**src/sv/lmsb_pkg.sv**
```systemverilog
// Shared constants, types and helpers for the LED matrix scan buffer.
package lmsb_pkg;

  localparam int MAX_WIDTH       = 64;
  localparam int MAX_HEIGHT      = 64;
  localparam int MAX_FRAME_BYTES = 16;

  localparam int ROW_BYTES_MAX = (MAX_WIDTH + 7) / 8;
  localparam int STORE_BYTES   = ROW_BYTES_MAX * MAX_HEIGHT;
  localparam int WORD_BYTES    = 8;
  localparam int WORD_W        = WORD_BYTES * 8;
  localparam int STORE_WORDS   = STORE_BYTES / WORD_BYTES;

  localparam int ADDR_W    = $clog2(STORE_BYTES);
  localparam int WADDR_W   = $clog2(STORE_WORDS);
  localparam int BSEL_W    = $clog2(WORD_BYTES);
  localparam int ROWB_W    = $clog2(ROW_BYTES_MAX + 1);
  localparam int FBYTES_W  = 5;
  localparam int FIDX_W    = $clog2(MAX_FRAME_BYTES);
  localparam int CFG_W     = 7;
  localparam int CFG_IDX_W = 2;
  localparam int COORD_W   = 6;
  localparam int KIND_W    = 2;

  localparam logic [KIND_W-1:0] KIND_SET   = 2'd0;
  localparam logic [KIND_W-1:0] KIND_SHOW  = 2'd1;
  localparam logic [KIND_W-1:0] KIND_CLEAR = 2'd2;

  localparam logic [CFG_IDX_W-1:0] REG_ROW_WIDTH   = 2'd0;
  localparam logic [CFG_IDX_W-1:0] REG_ROW_COUNT   = 2'd1;
  localparam logic [CFG_IDX_W-1:0] REG_FRAME_BYTES = 2'd2;

  typedef enum logic [1:0] {
    OP_SET   = 2'd0,
    OP_SHOW  = 2'd1,
    OP_CLEAR = 2'd2,
    OP_ERR   = 2'd3
  } op_t;

  // Classified command: addr is the pixel byte for a set, the row base for a show.
  typedef struct packed {
    op_t                 op;
    logic [ADDR_W-1:0]   addr;
    logic [2:0]          bitn;
    logic                on;
    logic [ROWB_W-1:0]   rowbytes;
    logic [FBYTES_W-1:0] nbytes;
    logic [FIDX_W-1:0]   selbyte;
  } cmd_t;

  typedef struct packed {
    logic       idle;
    logic [1:0] ofifo_level;
  } bk_stat_t;

  typedef struct packed {
    logic [1:0] level;
  } q_stat_t;

  // Saturate a register value into 1..hi.
  function automatic logic [CFG_W-1:0] clamp_cfg(input logic [CFG_W-1:0] v,
                                                 input logic [CFG_W-1:0] hi);
    logic [CFG_W-1:0] r;
    if (v == '0) begin
      r = CFG_W'(1);
    end else if (v > hi) begin
      r = hi;
    end else begin
      r = v;
    end
    return r;
  endfunction

endpackage

```
**src/sv/lmsb_cmd_queue.sv**
```systemverilog
// Two-entry command queue between front end and back end.
module lmsb_cmd_queue import lmsb_pkg::*; (
  input  logic    clk,
  input  logic    rst,
  input  logic    push_valid,
  output logic    push_ready,
  input  cmd_t    push_data,
  output logic    pop_valid,
  input  logic    pop_ready,
  output cmd_t    pop_data,
  output q_stat_t stat
);

  cmd_t       slots [2];
  logic       wptr;
  logic       rptr;
  logic [1:0] level;
  logic       do_push;
  logic       do_pop;

  assign push_ready = (level != 2'd2);
  assign pop_valid  = (level != 2'd0);
  assign do_push    = push_valid && push_ready;
  assign do_pop     = pop_valid && pop_ready;
  assign pop_data   = slots[rptr];
  assign stat.level = level;

  always_ff @(posedge clk) begin
    if (do_push) begin
      slots[wptr] <= push_data;
    end
  end

  always_ff @(posedge clk) begin
    if (rst) begin
      wptr  <= 1'b0;
      rptr  <= 1'b0;
      level <= 2'd0;
    end else begin
      if (do_push) wptr <= ~wptr;
      if (do_pop)  rptr <= ~rptr;
      level <= level + 2'(do_push) - 2'(do_pop);
    end
  end

endmodule

```
**config.mk**
```make
export PLATFORM = sky130hd
export DESIGN_NAME = lmsb_cmd_queue
export DESIGN_NICKNAME = d
export VERILOG_FILES = /design/src/sv/lmsb_pkg.sv /design/src/sv/lmsb_cmd_queue.sv
export SDC_FILE = /design/constraint.sdc
export NUM_CORES = 1
export LEC_CHECK = 0
export BUFFER_PORTS_ARGS = -buffer_cell sky130_fd_sc_hd__buf_2
export CAP_MARGIN = 20
export CORE_MARGIN = 2
export CORE_UTILIZATION = 45
export CTS_CLUSTER_SIZE = 24
export DETAILED_ROUTE_END_ITERATION = 16
export GPL_ROUTABILITY_DRIVEN = 0
export PLACE_DENSITY = 0.82
export SETUP_SLACK_MARGIN = 0.4
export SLEW_MARGIN = 40
export SYNTH_ARGS = -nofsm -noshare
export SYNTH_HDL_FRONTEND = slang
export SYNTH_SLANG_ARGS = --single-unit
export TNS_END_PERCENT = 100
```
**constraint.sdc**
```tcl
create_clock -name clk -period 2.95 [get_ports clk]
set_clock_uncertainty 0.2 [all_clocks]
set_input_delay 0.59 -clock clk [delete_from_list [all_inputs] [get_ports clk]]
set_output_delay 0.59 -clock clk [all_outputs]
set_load 0.01 [all_outputs]
```
Yosys cells after proc, flatten, opt, wreduce, memory -nomap -nowiden:

Memories as Yosys holds them, arrays and structs flattened. A register that Yosys moved wholly into a read port is not among the register bits.
Cells that the tools add are included.

* output and inout bits: 32
* bits in registers: 4
* word-level logic and storage cells: 16
* bits in writable memories: 56
* memories kept: 1
* input port bits: 32

Memory list
* slots: words 2, width 28, read ports 1, clocked after Yosys merged registers in 1, wr ports 1, RTL line lmsb_cmd_queue.sv:14 `cmd_t slots [2];`

* $add $sub $neg: 2
* equality and inequality tests: 1
* reductions and logical operators: 3
* muxes and demuxes: 4
* bitwise logic cells: 2

Operators with widths (count)
* $mux 1: 4
* $add 2x1->2: 1
* $logic_and 1x1->1: 2
* $ne 2x2->1 const B: 1
* $not 1->1: 2
* $reduce_bool 2->1: 1
* $sub 2x1->2: 1

Depth between registers and ports, before layout:

* depth in word-level cells: 4
* depth in mapped cells: 8
* depth with buffers taken out: 8

Least setup slack after synthesis:

OpenSTA, ideal clock, no wires.

* path type: reg2reg
* start: register level[0] (netlist: stat[0])
* end: memory slots[0][0] (netlist bit) (enable)
* path buffers: 0
* period minus slack after synthesis: 2.488 ns
* library setup time: 0.413 ns
* slack: 0.462 ns
* data required time: 2.337 ns
* cell stages (with the launch flop): 4
* arrival: 1.875 ns
* cell sequence: dfxtp_1 -> nand2b_2 -> nand2_2 -> nor2_1

* word-level cells in the longest chain between the ends: 4

Ends and longest elaborated chain
* start, declared: RTL line lmsb_cmd_queue.sv:17 `logic [1:0] level;`
* start signal, assigned: RTL line lmsb_cmd_queue.sv:42 `level <= level + 2'(do_push) - 2'(do_pop);`
* $ne 2x2->1: RTL line lmsb_cmd_queue.sv:21 `assign push_ready = (level != 2'd2);`
* net push_ready: RTL line lmsb_cmd_queue.sv:6 `output logic push_ready,`
* $logic_and 1x1->1: RTL line lmsb_cmd_queue.sv:23 `assign do_push = push_valid && push_ready;`
* $mux 1: RTL line lmsb_cmd_queue.sv:29 `if (do_push) begin`
* $mux 1 (not written as such): RTL line lmsb_cmd_queue.sv:30 `slots[wptr] <= push_data;`
* end, declared: RTL line lmsb_cmd_queue.sv:14

The timed path passes the listed nets, and every way through them passes these cells.

==> results.md <==
* Most frequent cell after synthesis: edfxtp_1
* Leakage at roughly 1.2 nW
* Diodes inserted at 0
* Initial antenna violation count at 0
* Worst Tran Pin Value at between 0.5 and 0.6 ns
* Number of global-route vias before repair at 1,279
* Mean Syn Cell Area at 21.3 µm²
* Area grow syn2layout at 24.6%
* Netlist cell types at 17
* Die W at between 70 and 80 µm
* Post-synth net total at 145
* Post-route insts no fill at approximately 260
* Flops & latches, synth at 61
* Final Cycle Share at between 70% and 80%
* WL final at 3.71 mm
* Largest area contributor in the netlist: edfxtp_1
* Total gr overflow at 0
* Slew headroom at approximately two thirds
* Placement row count at 26
* Synth Instances at 111
* Number of synthesized flops with an enable pin at 56
* Drt wl/cell at 14.3 µm
* Dpl hpwl at 2.52 mm
* Max Cap Viol at 0
* Clock Path Buffers at 2
* Clock Latency Late Sink at around 0.33 ns
* Number of buffers created by CTS at 9
* Final setup viols at 0
* First-pass GRT wire length at 6.07 mm
* CTS tree: yes
* H-tree depth at 3
* Nets@finish at around 220
* CP Cell Sequence: buf_12, mux2_2, buf_2
* Share of cells above drive strength 1 at 60.3%
* Ys async rst share at 0%
* Drt first pass iters at 4
* Ports at 64
* Vias per inst at roughly 4.7
* CP Depth at 3
* Post-Synth Adder-Cell Area at 1.06%
* Routed vias at 1,226
* Synth Area in Compound Gates at less than 1%
* Mapped Area at 2360 µm²
* Initial Utilization at 46.5%
* Final slew viol count at 0
* Critical Path AT at 1.51 ns
* Yosys top cell area share at 71.2%
* CP bufs+invs at 2
* Synth area leaders: edfxtp_1 71%, mux2_4 13%, dfxtp_1 4.2%
* Core footprint at 5070 µm²
* Clock slew at reported path FFs at 0.06 ns
* RSZ-0062 raised after global routing: no
* Total track usage at 14.2%
* Setup Fix Bufs, Post-CTS at 0
* Startpoint Class: register
* Max VDD drop at 0.450 mV
* Worst path max stage delay at 0.46 ns
* Depth of the worst register-to-register path at 4
* Crit. End Element: output port
* Tmin final at about 2.3 ns
* Total power at 2.49 mW
* CP top delay family: flip-flops
* Req. time, crit path at 2.16 ns
* Post-route ant nets at 0
* Simple-gate share of the synthesized area at 2.49%
* DIE AREA at 5840 µm²
* Pwr/cell area at approximately 850 nW/µm²
* DRC Markers at 0
* Mux cell area share after synthesis at 17.2%
* Largest family of logic cells by synthesized area: multiplexers
* Critical-path top delay cell: dfxtp_2
* Hold Crit Depth at 1
* TNS Setup at 0 ns
* CTS resizes at 0
* Crit path max fanout at 21
* CTS Hold Bufs at 0
* Seq/Total Area, Yosys at 75.5%
* Critical path class: register to output port
* Status: finished, final reports clean
* Synth Flop Type: edfxtp_1
* # placed instances at approximately 240
* Max Clk Rate at 0.434 GHz
* Initial drt markers at 68
* Synth Area in XOR/XNOR at 1.11%
* # clock sinks at a little over 60
* Top cells by count, synth: 56 x edfxtp_1, 21 x mux2_4, 8 x mux2_2, 5 x dfxtp_1, 5 x nor2_1
* PortBufs at 63
* Root Driver: clkbuf_8
* Final Hold Fails at 0
* Path category of the worst min-delay check: primary input to register
* Largest net degree at the start of global routing at 24
* Die height at 76.4 µm
* Number of synthesis warnings at 0
==> logic make-up after synthesis <==
group | after synthesis
and+or+nand+nor | 11
AOI/OAI and AO/OA | 1
buffers and inverters | 4
adders and majority gates | 2
DFF | 61
xor gates and xnor gates | 3
muxes | 29
==> layout make-up <==
cell class | count | area (µm²)
Clock inverter | 6 | 55.1
Multi-Input combinational cell | 46 | 527
Sequential cell | 61 | 1780
Inverter | 1 | 3.75
Clock buffer | 9 | 124
Fill cell | 404 | 2130
Tap cell | 70 | 87.6
Timing Repair Buffer | 66 | 363
==> layer usage <==
| layer | up-vias | part of all wire (%) | wire (µm) | GRT usage, % |
|---|---|---|---|---|
| li1 | 576 | - | - | - |
| met1 | 578 | 42 | 1570 | 16.0 |
| met3 | 15 | 6.3 | 235 | 5.21 |
| met5 | - | 0 | 0 | 0 |
| met4 | 0 | 4.7 | 173 | 10.5 |
| met2 | 57 | 47 | 1730 | 22.1 |
==> state kept, by name, indices dropped and copies added (netlist names), named ones only <==
signal	cells
slots	56
stat	2
rptr	1
wptr	1
==> path summary, 6_finish.rpt <==
kind / slack, ns / from / endpoint
worst max-delay path: 0.65 / register / pop_data[1]
worst min-delay path: 0.25 / push_data[7] / slots[1][7]
worst max register to register: 1.14 / stat[0] / slots[0][23]
worst min register to register: 0.32 / rptr / rptr
==> through the flow <==
stage          hold slack, ns  setup WS [ns]  utilization [%]  area (µm²)
3_5_place_dp            0.306          0.981             54.5        2760
6_report                0.251          0.646             58.0        2940
3_3_place_gp            0.301          0.991             54.5        2760
2_1_floorplan           0.280          0.462                -        2360
5_1_grt                 0.229          0.569             58.0        2940
4_1_cts                 0.229          0.611             58.0        2940
==> power breakdown <==
part,internal (mW),total [mW],switching [mW]
logic,0.361,0.671,0.310
clock network,0.376,0.668,0.292
registers,1.09,1.15,0.0584
total,1.83,2.49,0.661
==> placed cells by master (no fill, tap or decap) <==
cell	count
buf_2	63
edfxtp_1	56
mux2_4	21
clkbuf_8	9
mux2_2	8
nor2_1	4
dfxtp_1	4
nor2b_1	2
xnor2_1	2
ha_1	2
clkinv_2	2
clkinv_1	2
buf_12	2
o21a_2	1
nand2b_2	1
nand2_2	1
or2_2	1
inv_1	1
and3_1	1
nor2_2	1
xor2_1	1
dfxtp_2	1
clkinvlp_4	1
bufinv_16	1
buf_4	1
Power figures use the tool's default switching activity.
