### src/sv/lmsb_pkg.sv
// Shared constants, types and helpers for the LED matrix scan buffer.
package lmsb_pkg;

  localparam int MAX_WIDTH       = 64;
  localparam int MAX_HEIGHT      = 64;
  localparam int MAX_FRAME_BYTES = 16;

  localparam int ROW_BYTES_MAX = (MAX_WIDTH + 7) / 8;
  localparam int STORE_BYTES   = ROW_BYTES_MAX * MAX_HEIGHT;
  localparam int WORD_BYTES    = 8;
  localparam int WORD_W        = WORD_BYTES * 8;
  localparam int STORE_WORDS   = STORE_BYTES / WORD_BYTES;

  localparam int ADDR_W    = $clog2(STORE_BYTES);
  localparam int WADDR_W   = $clog2(STORE_WORDS);
  localparam int BSEL_W    = $clog2(WORD_BYTES);
  localparam int ROWB_W    = $clog2(ROW_BYTES_MAX + 1);
  localparam int FBYTES_W  = 5;
  localparam int FIDX_W    = $clog2(MAX_FRAME_BYTES);
  localparam int CFG_W     = 7;
  localparam int CFG_IDX_W = 2;
  localparam int COORD_W   = 6;
  localparam int KIND_W    = 2;

  localparam logic [KIND_W-1:0] KIND_SET   = 2'd0;
  localparam logic [KIND_W-1:0] KIND_SHOW  = 2'd1;
  localparam logic [KIND_W-1:0] KIND_CLEAR = 2'd2;

  localparam logic [CFG_IDX_W-1:0] REG_ROW_WIDTH   = 2'd0;
  localparam logic [CFG_IDX_W-1:0] REG_ROW_COUNT   = 2'd1;
  localparam logic [CFG_IDX_W-1:0] REG_FRAME_BYTES = 2'd2;

  typedef enum logic [1:0] {
    OP_SET   = 2'd0,
    OP_SHOW  = 2'd1,
    OP_CLEAR = 2'd2,
    OP_ERR   = 2'd3
  } op_t;

  // Classified command: addr is the pixel byte for a set, the row base for a show.
  typedef struct packed {
    op_t                 op;
    logic [ADDR_W-1:0]   addr;
    logic [2:0]          bitn;
    logic                on;
    logic [ROWB_W-1:0]   rowbytes;
    logic [FBYTES_W-1:0] nbytes;
    logic [FIDX_W-1:0]   selbyte;
  } cmd_t;

  typedef struct packed {
    logic       idle;
    logic [1:0] ofifo_level;
  } bk_stat_t;

  typedef struct packed {
    logic [1:0] level;
  } q_stat_t;

  // Saturate a register value into 1..hi.
  function automatic logic [CFG_W-1:0] clamp_cfg(input logic [CFG_W-1:0] v,
                                                 input logic [CFG_W-1:0] hi);
    logic [CFG_W-1:0] r;
    if (v == '0) begin
      r = CFG_W'(1);
    end else if (v > hi) begin
      r = hi;
    end else begin
      r = v;
    end
    return r;
  endfunction

endpackage

### src/sv/lmsb_front.sv
// Front end: configuration registers, command decode and range checks.
module lmsb_front import lmsb_pkg::*; (
  input  logic                 clk,
  input  logic                 rst,
  input  logic                 cfg_we,
  input  logic [CFG_IDX_W-1:0] cfg_index,
  input  logic [CFG_W-1:0]     cfg_data,
  input  logic                 s_axis_tvalid,
  output logic                 s_axis_tready,
  input  logic [15:0]          s_axis_tdata,
  input  logic [KIND_W-1:0]    s_axis_tuser,
  output logic                 cmd_valid,
  input  logic                 cmd_ready,
  output cmd_t                 cmd
);

  localparam int PW = ADDR_W + 1;

  logic [CFG_W-1:0]    row_width;
  logic [CFG_W-1:0]    row_count;
  logic [FBYTES_W-1:0] frame_bytes;

  logic [COORD_W-1:0]  x;
  logic [COORD_W-1:0]  y;
  logic                on;
  logic [CFG_W:0]      rw_round;
  logic [ROWB_W-1:0]   rowbytes;
  logic [PW-1:0]       prod;
  logic [PW-1:0]       set_idx;
  logic [FBYTES_W-1:0] yrow;
  logic                err_set;
  logic                err_show;

  always_ff @(posedge clk) begin
    if (rst) begin
      row_width   <= CFG_W'(MAX_WIDTH);
      row_count   <= CFG_W'(MAX_HEIGHT);
      frame_bytes <= FBYTES_W'(MAX_FRAME_BYTES);
    end else if (cfg_we) begin
      unique case (cfg_index)
        REG_ROW_WIDTH:   row_width <= clamp_cfg(cfg_data, CFG_W'(MAX_WIDTH));
        REG_ROW_COUNT:   row_count <= clamp_cfg(cfg_data, CFG_W'(MAX_HEIGHT));
        REG_FRAME_BYTES: frame_bytes <= FBYTES_W'(clamp_cfg(
                             {{(CFG_W-FBYTES_W){1'b0}}, cfg_data[FBYTES_W-1:0]},
                             CFG_W'(MAX_FRAME_BYTES)));
        default: ;
      endcase
    end
  end

  assign x  = s_axis_tdata[5:0];
  assign y  = s_axis_tdata[11:6];
  assign on = s_axis_tdata[12];

  assign rw_round = {1'b0, row_width} + (CFG_W+1)'(7);
  assign rowbytes = rw_round[ROWB_W+2:3];
  assign prod     = PW'(rowbytes) * PW'(y);
  assign set_idx  = prod + PW'(rowbytes) - PW'(x[5:3]) - PW'(1);
  assign yrow     = FBYTES_W'(y[5:3]) + FBYTES_W'(1);

  assign err_set  = (CFG_W'(x) >= row_width) || (CFG_W'(y) >= row_count);
  assign err_show = (CFG_W'(y) >= row_count) ||
                    (frame_bytes < FBYTES_W'(rowbytes)) ||
                    (frame_bytes < yrow);

  always_comb begin
    cmd          = '0;
    cmd.rowbytes = rowbytes;
    cmd.nbytes   = frame_bytes;
    cmd.selbyte  = FIDX_W'(frame_bytes - yrow);
    cmd.on       = on;
    cmd_valid    = s_axis_tvalid;
    unique case (s_axis_tuser)
      KIND_SET: begin
        cmd.op   = err_set ? OP_ERR : OP_SET;
        cmd.addr = set_idx[ADDR_W-1:0];
        cmd.bitn = x[2:0];
      end
      KIND_SHOW: begin
        cmd.op   = err_show ? OP_ERR : OP_SHOW;
        cmd.addr = prod[ADDR_W-1:0];
        cmd.bitn = y[2:0];
      end
      KIND_CLEAR: cmd.op = OP_CLEAR;
      default: cmd_valid = 1'b0;  // unused kind: take it and drop it
    endcase
  end

  assign s_axis_tready = cmd_ready;

endmodule

### config.mk
export PLATFORM = sky130hd
export DESIGN_NAME = lmsb_front
export DESIGN_NICKNAME = d
export VERILOG_FILES = /design/src/sv/lmsb_pkg.sv /design/src/sv/lmsb_front.sv
export SDC_FILE = /design/constraint.sdc
export NUM_CORES = 1
export LEC_CHECK = 0
export ABC_AREA = 1
export BUFFER_PORTS_ARGS = -buffer_cell sky130_fd_sc_hd__buf_4
export CAP_MARGIN = 40
export CORE_UTILIZATION = 57
export DETAILED_ROUTE_END_ITERATION = 6
export HOLD_SLACK_MARGIN = 0.08
export PLACE_DENSITY = 0.84
export REMOVE_ABC_BUFFERS = 1
export SYNTH_ARGS = -nofsm -noshare
export SYNTH_HDL_FRONTEND = slang
export SYNTH_SLANG_ARGS = --single-unit
### constraint.sdc
create_clock -name clk -period 9.7 [get_ports clk]
set_clock_uncertainty 0.2 [all_clocks]
set_input_delay 0.97 -clock clk [delete_from_list [all_inputs] [get_ports clk]]
set_output_delay 0.97 -clock clk [all_outputs]
set_load 0.02 [all_outputs]
# Word-level counts from Yosys, hierarchy flattened
# Cells that the tools add are included.
dict set report classes {
  n_lt_le_gt_ge 6
  n_eq_ne 4
  n_addsub 6
  n_reduce_logical 11
  mux 9
  n_mul 1
}
# operator count
set op_table {}
lappend op_table {{case mux 12 bit (2 select lines)} 1}
lappend op_table {{greater-or-equal comparator 6 x 7 -> 1 bit} 2}
lappend op_table {{two-way mux 7 bit} 2}
lappend op_table {{< comparator 5 x 4 -> 1 bit} 2}
lappend op_table {{two-way mux 5 bit} 2}
lappend op_table {{adder 9 x 4 -> 9 bit} 1}
lappend op_table {{multiplier 4 x 6 -> 9 bit} 1}
lappend op_table {{subtractor 9 x 1 -> 9 bit (second input constant)} 1}
lappend op_table {{subtractor 9 x 3 -> 9 bit} 1}
lappend op_table {{adder 7 x 3 -> 7 bit (second input constant)} 1}
lappend op_table {{greater-than comparator 7 bit (second input constant)} 1}
lappend op_table {{zero test 7 bit} 1}
lappend op_table {{case mux 2 bit (3 select lines)} 1}
lappend op_table {{AND reduction 2 bit} 3}
lappend op_table {{greater-than comparator 5 bit (second input constant)} 1}
lappend op_table {{zero test 5 bit} 1}
lappend op_table {{adder 3 x 1 -> 4 bit (second input constant)} 1}
lappend op_table {{== test 2 x 1 -> 1 bit (second input constant)} 2}
lappend op_table {{== test 2 bit (second input constant)} 2}
lappend op_table {{zero test 2 bit} 2}
lappend op_table {{two-way mux 2 bit} 2}
lappend op_table {{subtractor 4 bit} 1}
lappend op_table {{logical OR 1 bit} 3}
lappend op_table {{OR reduction 3 bit} 1}
lappend op_table {{two-way mux 1 bit} 1}
dict set report word_totals {
  word_cells 40
  out_inout_bits 30
  reg_bits 19
}

# Longest topological paths before layout
# Gate-level depths: netlist (run 1).
dict set report logic_depth {
  word_depth 6
  mapped_depth 26
}

# Worst setup path after synthesis (run 1)
# No wires, ideal clock.
dict set report synth_path {
  path_kind {register to output}
  start {register row_width[0]}
  end {output cmd[24] in the netlist's numbering}
  n_path_buf 0
  path_stages_with_launch 26
  slack_ns 4.187
  t_arrival_ns 4.343
  path_cell_list {dfxtp_1 -> inv_1 -> nand2_2 -> nand3_1 -> nand2_1 -> nand2_1 -> inv_1 -> nand2_1 -> fa_1 -> inv_1 -> fa_1 -> inv_1 -> fa_1 -> ha_1 -> inv_1 -> ha_1 -> nand2_1 -> nand2_1 -> a21oi_1 -> or2_1 -> nand2_1 -> nand2_1 -> nand2_1 -> or2_1 -> nand3_1 -> o21ai_0}
}
# item line_no
set synth_lines {}
lappend synth_lines {{start: declaration} lmsb_front.sv:19} ;# logic [CFG_W-1:0] row_width;
lappend synth_lines {{start signal: assignment} lmsb_front.sv:36} ;# row_width <= CFG_W'(MAX_WIDTH);
lappend synth_lines {{start signal: assignment} lmsb_front.sv:41} ;# REG_ROW_WIDTH: row_width <= clamp_cfg(cfg_data, CFG_W'(MAX_WIDTH));
lappend synth_lines {{end: declaration} lmsb_front.sv:14} ;# output cmd_t cmd

==> results of run 1 <==
placed cells by master, fill, tap and decap left out, types with 2 or more instances in the layout:
| cell type | n |
|---|---|
| a21oi_1 | 30 |
| o22ai_1 | 2 |
| buf_4 | 54 |
| o211ai_1 | 2 |
| nor3_1 | 5 |
| nand3_2 | 5 |
| or2_1 | 3 |
| nand2_1 | 69 |
| o21ai_0 | 27 |
| nand3_1 | 16 |
| nor2_1 | 31 |
| dfxtp_1 | 19 |
| clkbuf_8 | 3 |
| xnor2_1 | 2 |
| nor3_2 | 2 |
| nand2_2 | 4 |
| fa_1 | 13 |
| nor2_2 | 2 |
| ha_1 | 40 |
| nand4_1 | 7 |
| inv_2 | 2 |
| xor2_1 | 4 |
| inv_1 | 83 |
registers in the layout, indices dropped and copies added (netlist names):
name / count
frame_bytes: 5
row_count: 7
row_width: 7
worst max-delay path: stages, from the launching register on:
cell and delay, ns:
dfxtp_1 0.35, inv_1 0.07, nand2_2 0.11, nand3_1 0.10, nand2_1 0.09, nand2_1 0.20, inv_1 0.17, nand2_1 0.08
fa_1 0.50, inv_1 0.05, fa_1 0.55, inv_1 0.06, fa_1 0.49, ha_1 0.28, inv_1 0.04, ha_1 0.33
a21oi_1 0.15, nand2_1 0.09, nand2_1 0.07, inv_1 0.05, o21ai_0 0.16, nand2_1 0.08, or2_2 0.27, nand3_1 0.06
o21ai_1 0.06, buf_4 0.16
cell type report:
class / count / area, sq um / area share [%]
Tap cell: 52 / 65.1 / 2.07
Timing Repair Buffer: 55 / 410 / 13.1
Inverter: 85 / 319 / 10.2
Sequential cell: 19 / 380 / 12.1
Multi-Input combinational cell: 280 / 1920 / 61.2
Clock buffer: 4 / 45.0 / 1.43
power by group:
group          internal, uW  total, uW  switching [uW]
clock                  29.1       52.1            22.9
sequential             81.5       84.5            3.00
combinational          99.8        247             147
metrics by stage:
step                      power (uW)  instance area (sq um)
final                            383                   3140
after CTS                        385                   3140
after global routing             422                   3140
after global placement           324                   3090
after floorplan                  263                   2620
after detailed placement         333                   3100
metal layers:
metal  track usage, %  vias up
li1                 -     1372
met1             32.1     1210
met2             45.6       59
met3             2.16       10
met4             6.67        0
met5                0        -
cells by family after synthesis:
logic type | after synthesis | synth area share (%)
AO/OA/AOI/OAI | 72 | 15.1
XOR/XNOR | 7 | 2.59
adder cells (fa/ha/maj) | 53 | 28.7
buffers and inverters | 91 | 13.3
flip-flops | 19 | 14.3
AND/OR/NAND/NOR | 148 | 26.1
final timing paths:
check	startpoint	end	slack [ns]	depth (start not counted)
max	row_width[0]	cmd[23]	3.62	25
min reg2reg	row_count[4]	row_count[4]	0.26	2
max reg2reg	row_width[6]	row_width[6]	8.68	2
min	row_count[4]	row_count[4]	0.26	2
==> run_results.csv, run 1 <==
group,metric,value,unit
floorplanning,fp.dieArea,4940,sq um
place,io_buffer_count,54,
min_path,hold_path.class,"flop to flop",
flow_run,cap_violations,0,
synth,ys_seq_area_share,14.3,%
synth,synth_area,2660,sq um
floorplanning,row_count,24,
final_layout,drive_gt1_share,17.6,%
clock_tree,cts_resized,0,
synth,yosysWarnings,0,
synth,synth.most_common_cell,"inv_1",
route,ant_nets,0,
setup_path,critPathKind,"flop to output pin",
route,drtIter0Drc,102,
floorplanning,start_util,60.1,%
clock_tree,numCtsBuffers,3,
setup_path,crit_fanout,8,
place,dp_hpwl,5110,um
clock_tree,postCtsSetupBuffers,0,
floorplanning,die_h,70.3,um
clock_tree,cts_root_buffer,"clkbuf_8",
route,highest_layer,"met4",
route,wl_met2,2970,um
place,dpl_worst_slack,3.73,ns
synth,yosys.area.top_type,"ha_1",
route,wl_met1,2710,um
route,drc,0,
synth,synthTopCellsByCount,"83 x inv_1, 69 x nand2_1, 40 x ha_1, 31 x nor2_1, 30 x a21oi_1",
clock_tree,clkLatencyLatePin,0.25,ns
final_layout,num-fill-cells,393,
clock_tree,cts_sinks,19,
route,via_per_inst,5.36,
global_routing,grt_overflow,0,
setup_path,setup.worst_path.end_class,"output pin",
place,place.gp.congestion,0.872,
synth,yosys-top-cells-area,"ha_1 19%, dfxtp_1 14%, inv_1 12%, fa_1 9.8%, nand2_1 9.8%",
timing,setup_ws,3.62,ns
floorplanning,die_w,70.3,um
power,ir_drop,130,uV
timing,fin_crit_sh,62.7,%
final_layout,fin_nets,529,
clock_tree,cts_tree,"yes",
final_layout,final_core_util,71.2,%
synth,syn_avg_cell_area,6.81,sq um
timing,setup-violations-final,0,
floorplanning,io-pin-count,62,
route,wl_met3,169,um
timing,slew_headroom,46.0,%
final_layout,final_cells,495,
synth,async_flop_share,0,%
route,dr_total_vias,2651,
synth,synth_top_area_share,18.9,%
clock_tree,h-tree-depth,1,
global_routing,grt_max_degree,16,
clock_tree,path_clk_slew,0.06,ns
clock_tree,cts.hold.buffers_added,0,
route,drt_pass1_iterations,4,
global_routing,grt_antenna_before_repair,0,
synth,synth_cells,390,
power,powerDensity,122,nW/um^2
floorplanning,core,4410,sq um
status,status,"complete, no violations",
global_routing,grt_pass1_vias,2441,
setup_path,worstPathArrival,4.91,ns
timing,tightest_slew,0.806,ns
synth,synth.distinct_cells,39,
power,cellLeakagePower,0.00174,uW
clock_tree,cts_buffer_depth,2,
timing,setup_tns,0,ns
final_layout,antennaDiodeCount,0,
synth,synth-edff-count,0,
timing,finalMaxSlewViolations,0,
setup_path,cp.required,8.53,ns
route,drt_wl_total,5960,um
setup_path,cp-start-kind,"flop",
place,dp.cells,491,
global_routing,grt_usage,25.3,%
timing,rsz0062_at_grt,"false",
timing,max_freq,164,MHz
timing,final_hold_viol_count,0,
global_routing,grt_pass1_wl,10500,um
final_layout,area_growth,18.3,%
synth,synth_seq_cells,19,
timing,timing.hold.ws,0.260,ns
synth,synth_ff_type,"dfxtp_1",
timing,period_minus_slack,6.08,ns
route,drt-wirelength-per-cell,12.0,um
Note: power is estimated with default switching activity, not from simulation.
==> inputs of run 2 (changes only) <==
Settings changed: CORE_UTILIZATION 57 to 55, PLACE_DENSITY 0.84 to 0.81.
Clock period 9.7 ns to 6.3 ns, I/O delays scaled along.
==> run 2 against run 1 <==
Net effect: final cell count stayed put; combinational power is 54% higher; routed wire length is 4.7% higher; critical endpoint unchanged; largest cell class unchanged; largest power group unchanged; highest routed layer unchanged.
==> run_results.csv, run 2 (synthesis gave the netlist of run 1 again) <==
group,metric,value,unit
clock_tree,cts_buffer_depth,2,
floorplanning,die_w,71.5,um
route,drtIter0Drc,143,
final_layout,fin_nets,529,
clock_tree,cts_sinks,19,
floorplanning,start_util,58.9,%
route,drt_wl_total,6240,um
final_layout,final_common_cell,"inv_1",
setup_path,worstRegToRegCells,2,
route,drt-wirelength-per-cell,12.6,um
final_layout,final_core_util,69.8,%
timing,slew_headroom,44.9,%
route,drc,0,
setup_path,cp-start-kind,"flop",
setup_path,cp.required,5.47,ns
clock_tree,postCtsSetupBuffers,0,
min_path,hold_path_depth,2,
route,drt_pass1_iterations,4,
clock_tree,cts_resized,0,
global_routing,grt_max_degree,16,
setup_path,cp-startpoint,"row_width[0]",
global_routing,grt_pass1_vias,2502,
clock_tree,clkLatencyLatePin,0.26,ns
global_routing,grt_overflow,0,
place,dp_hpwl,5350,um
floorplanning,die_h,71.5,um
setup_path,critical_path.top_delay_family,"adder cells",
setup_path,critical-path-slowest-cell,"fa_1",
setup_path,r2r-start,"row_width[6]",
min_path,min_to,"row_count[4]",
floorplanning,row_count,24,
status,status,"complete, no violations",
min_path,hold_path.class,"flop to flop",
route,dr_total_vias,2660,
setup_path,r2r_setup_slack,5.28,ns
clock_tree,path_clk_slew,0.07,ns
clock_tree,cts_tree,"yes",
floorplanning,fp.dieArea,5110,sq um
timing,setup-violations-final,0,
min_path,worstHoldStart,"row_count[4]",
power,ir_drop,184,uV
setup_path,critPathBufInv,7,
place,dpl_cell_area,3100,sq um
power,total_power,593,uW
setup_path,critPathKind,"flop to output pin",
setup_path,slowest_delay,0.56,ns
timing,setup_tns,0,ns
setup_path,timing.rr.end,"row_width[6]",
setup_path,crit_fanout,8,
clock_tree,numCtsBuffers,3,
global_routing,grt_pass1_wl,10400,um
setup_path,setup.worst_path.end_class,"output pin",
place,io_buffer_count,54,
final_layout,top_regs,"row_count x7, row_width x7, frame_bytes x5",
global_routing,grt_usage,25.6,%
final_layout,drive_gt1_share,17.8,%
power,cellLeakagePower,0.00174,uW
final_layout,area_growth,18.5,%
clock_tree,cts_root_buffer,"clkbuf_8",
final_layout,final_cell_mix,"83 x inv_1, 69 x nand2_1, 55 x buf_4",
final_layout,num-fill-cells,413,
final_layout,antennaDiodeCount,0,
timing,max_freq,172,MHz
final_layout,design_area,3150,sq um
timing,final_hold_viol_count,0,
setup_path,worstPathArrival,4.97,ns
global_routing,grt_antenna_before_repair,0,
place,place.gp.congestion,0.866,
floorplanning,io-pin-count,62,
floorplanning,core,4500,sq um
timing,fin_crit_sh,92.1,%
timing,tightest_slew,0.824,ns
clock_tree,cts.hold.buffers_added,0,
timing,rsz0062_at_grt,"false",
timing,finalMaxSlewViolations,0,
timing,period_minus_slack,5.80,ns
clock_tree,h-tree-depth,1,
power,powerDensity,189,nW/um^2
route,ant_nets,0,
route,via_per_inst,5.37,
timing,timing.hold.ws,0.272,ns
flow_run,cap_violations,0,
## run 2: cell count changes in the layout (fill, tap and decap cells not counted), sizes merged
| cell | delta |
|---|---|
| clkbuf | -1 |
| clkinv | +1 |
## run 2: where the power goes
| part | internal (uW) | leakage (uW) | switching (uW) | total, uW |
|---|---|---|---|---|
| registers | 125 | 0.000155 | 4.62 | 130 |
| logic | 154 | 0.00156 | 226 | 380 |
| clock network | 44.0 | 0.0000255 | 39.8 | 83.9 |
## run 2: worst max path at each step
stage,cells past startpoint,to,slack [ns]
6_report,25,cmd[23],0.50
2_1_floorplan,25,cmd[24],1.12
3_3_place_gp,25,cmd[23],0.82
5_1_grt,25,cmd[23],0.1
3_5_place_dp,25,cmd[23],0.75
4_1_cts,25,cmd[23],0.46
## run 2: routing by layer
layer	global-route usage (%)	part of all wire, %	up-vias	routed length (um)
li1	-	-	1368	-
met1	29.4	43	1218	2670
met2	49.8	52	60	3260
met3	1.27	2.9	14	181
met4	9.37	2.0	0	125
met5	0	0	-	0
## run 2: area by class of cell
type                    instances  area [sq um]  area share [%]
clock inverters                 1          5.00           0.159
multi-input cells             280          1920            61.1
flip-flops and latches         19           380            12.1
well taps                      52          65.1            2.07
repair buffers                 55           413            13.1
inverters                      85           319            10.1
clock buffers                   3          41.3            1.31
## run 2: through the flow
stage	cells	setup WS, ns
floorplan	384	1.12
global placement	491	0.816
detailed placement	491	0.751
CTS	495	0.464
global route	495	0.0971
finish	495	0.497
## run 2: tightest hold or removal path: cells and delay by family (launching register included)
family / cells / cell delay, ns
flip-flops: 1 / 0.30
AO/OA/AOI/OAI: 1 / 0.06
buffers and inverters: 1 / 0.07
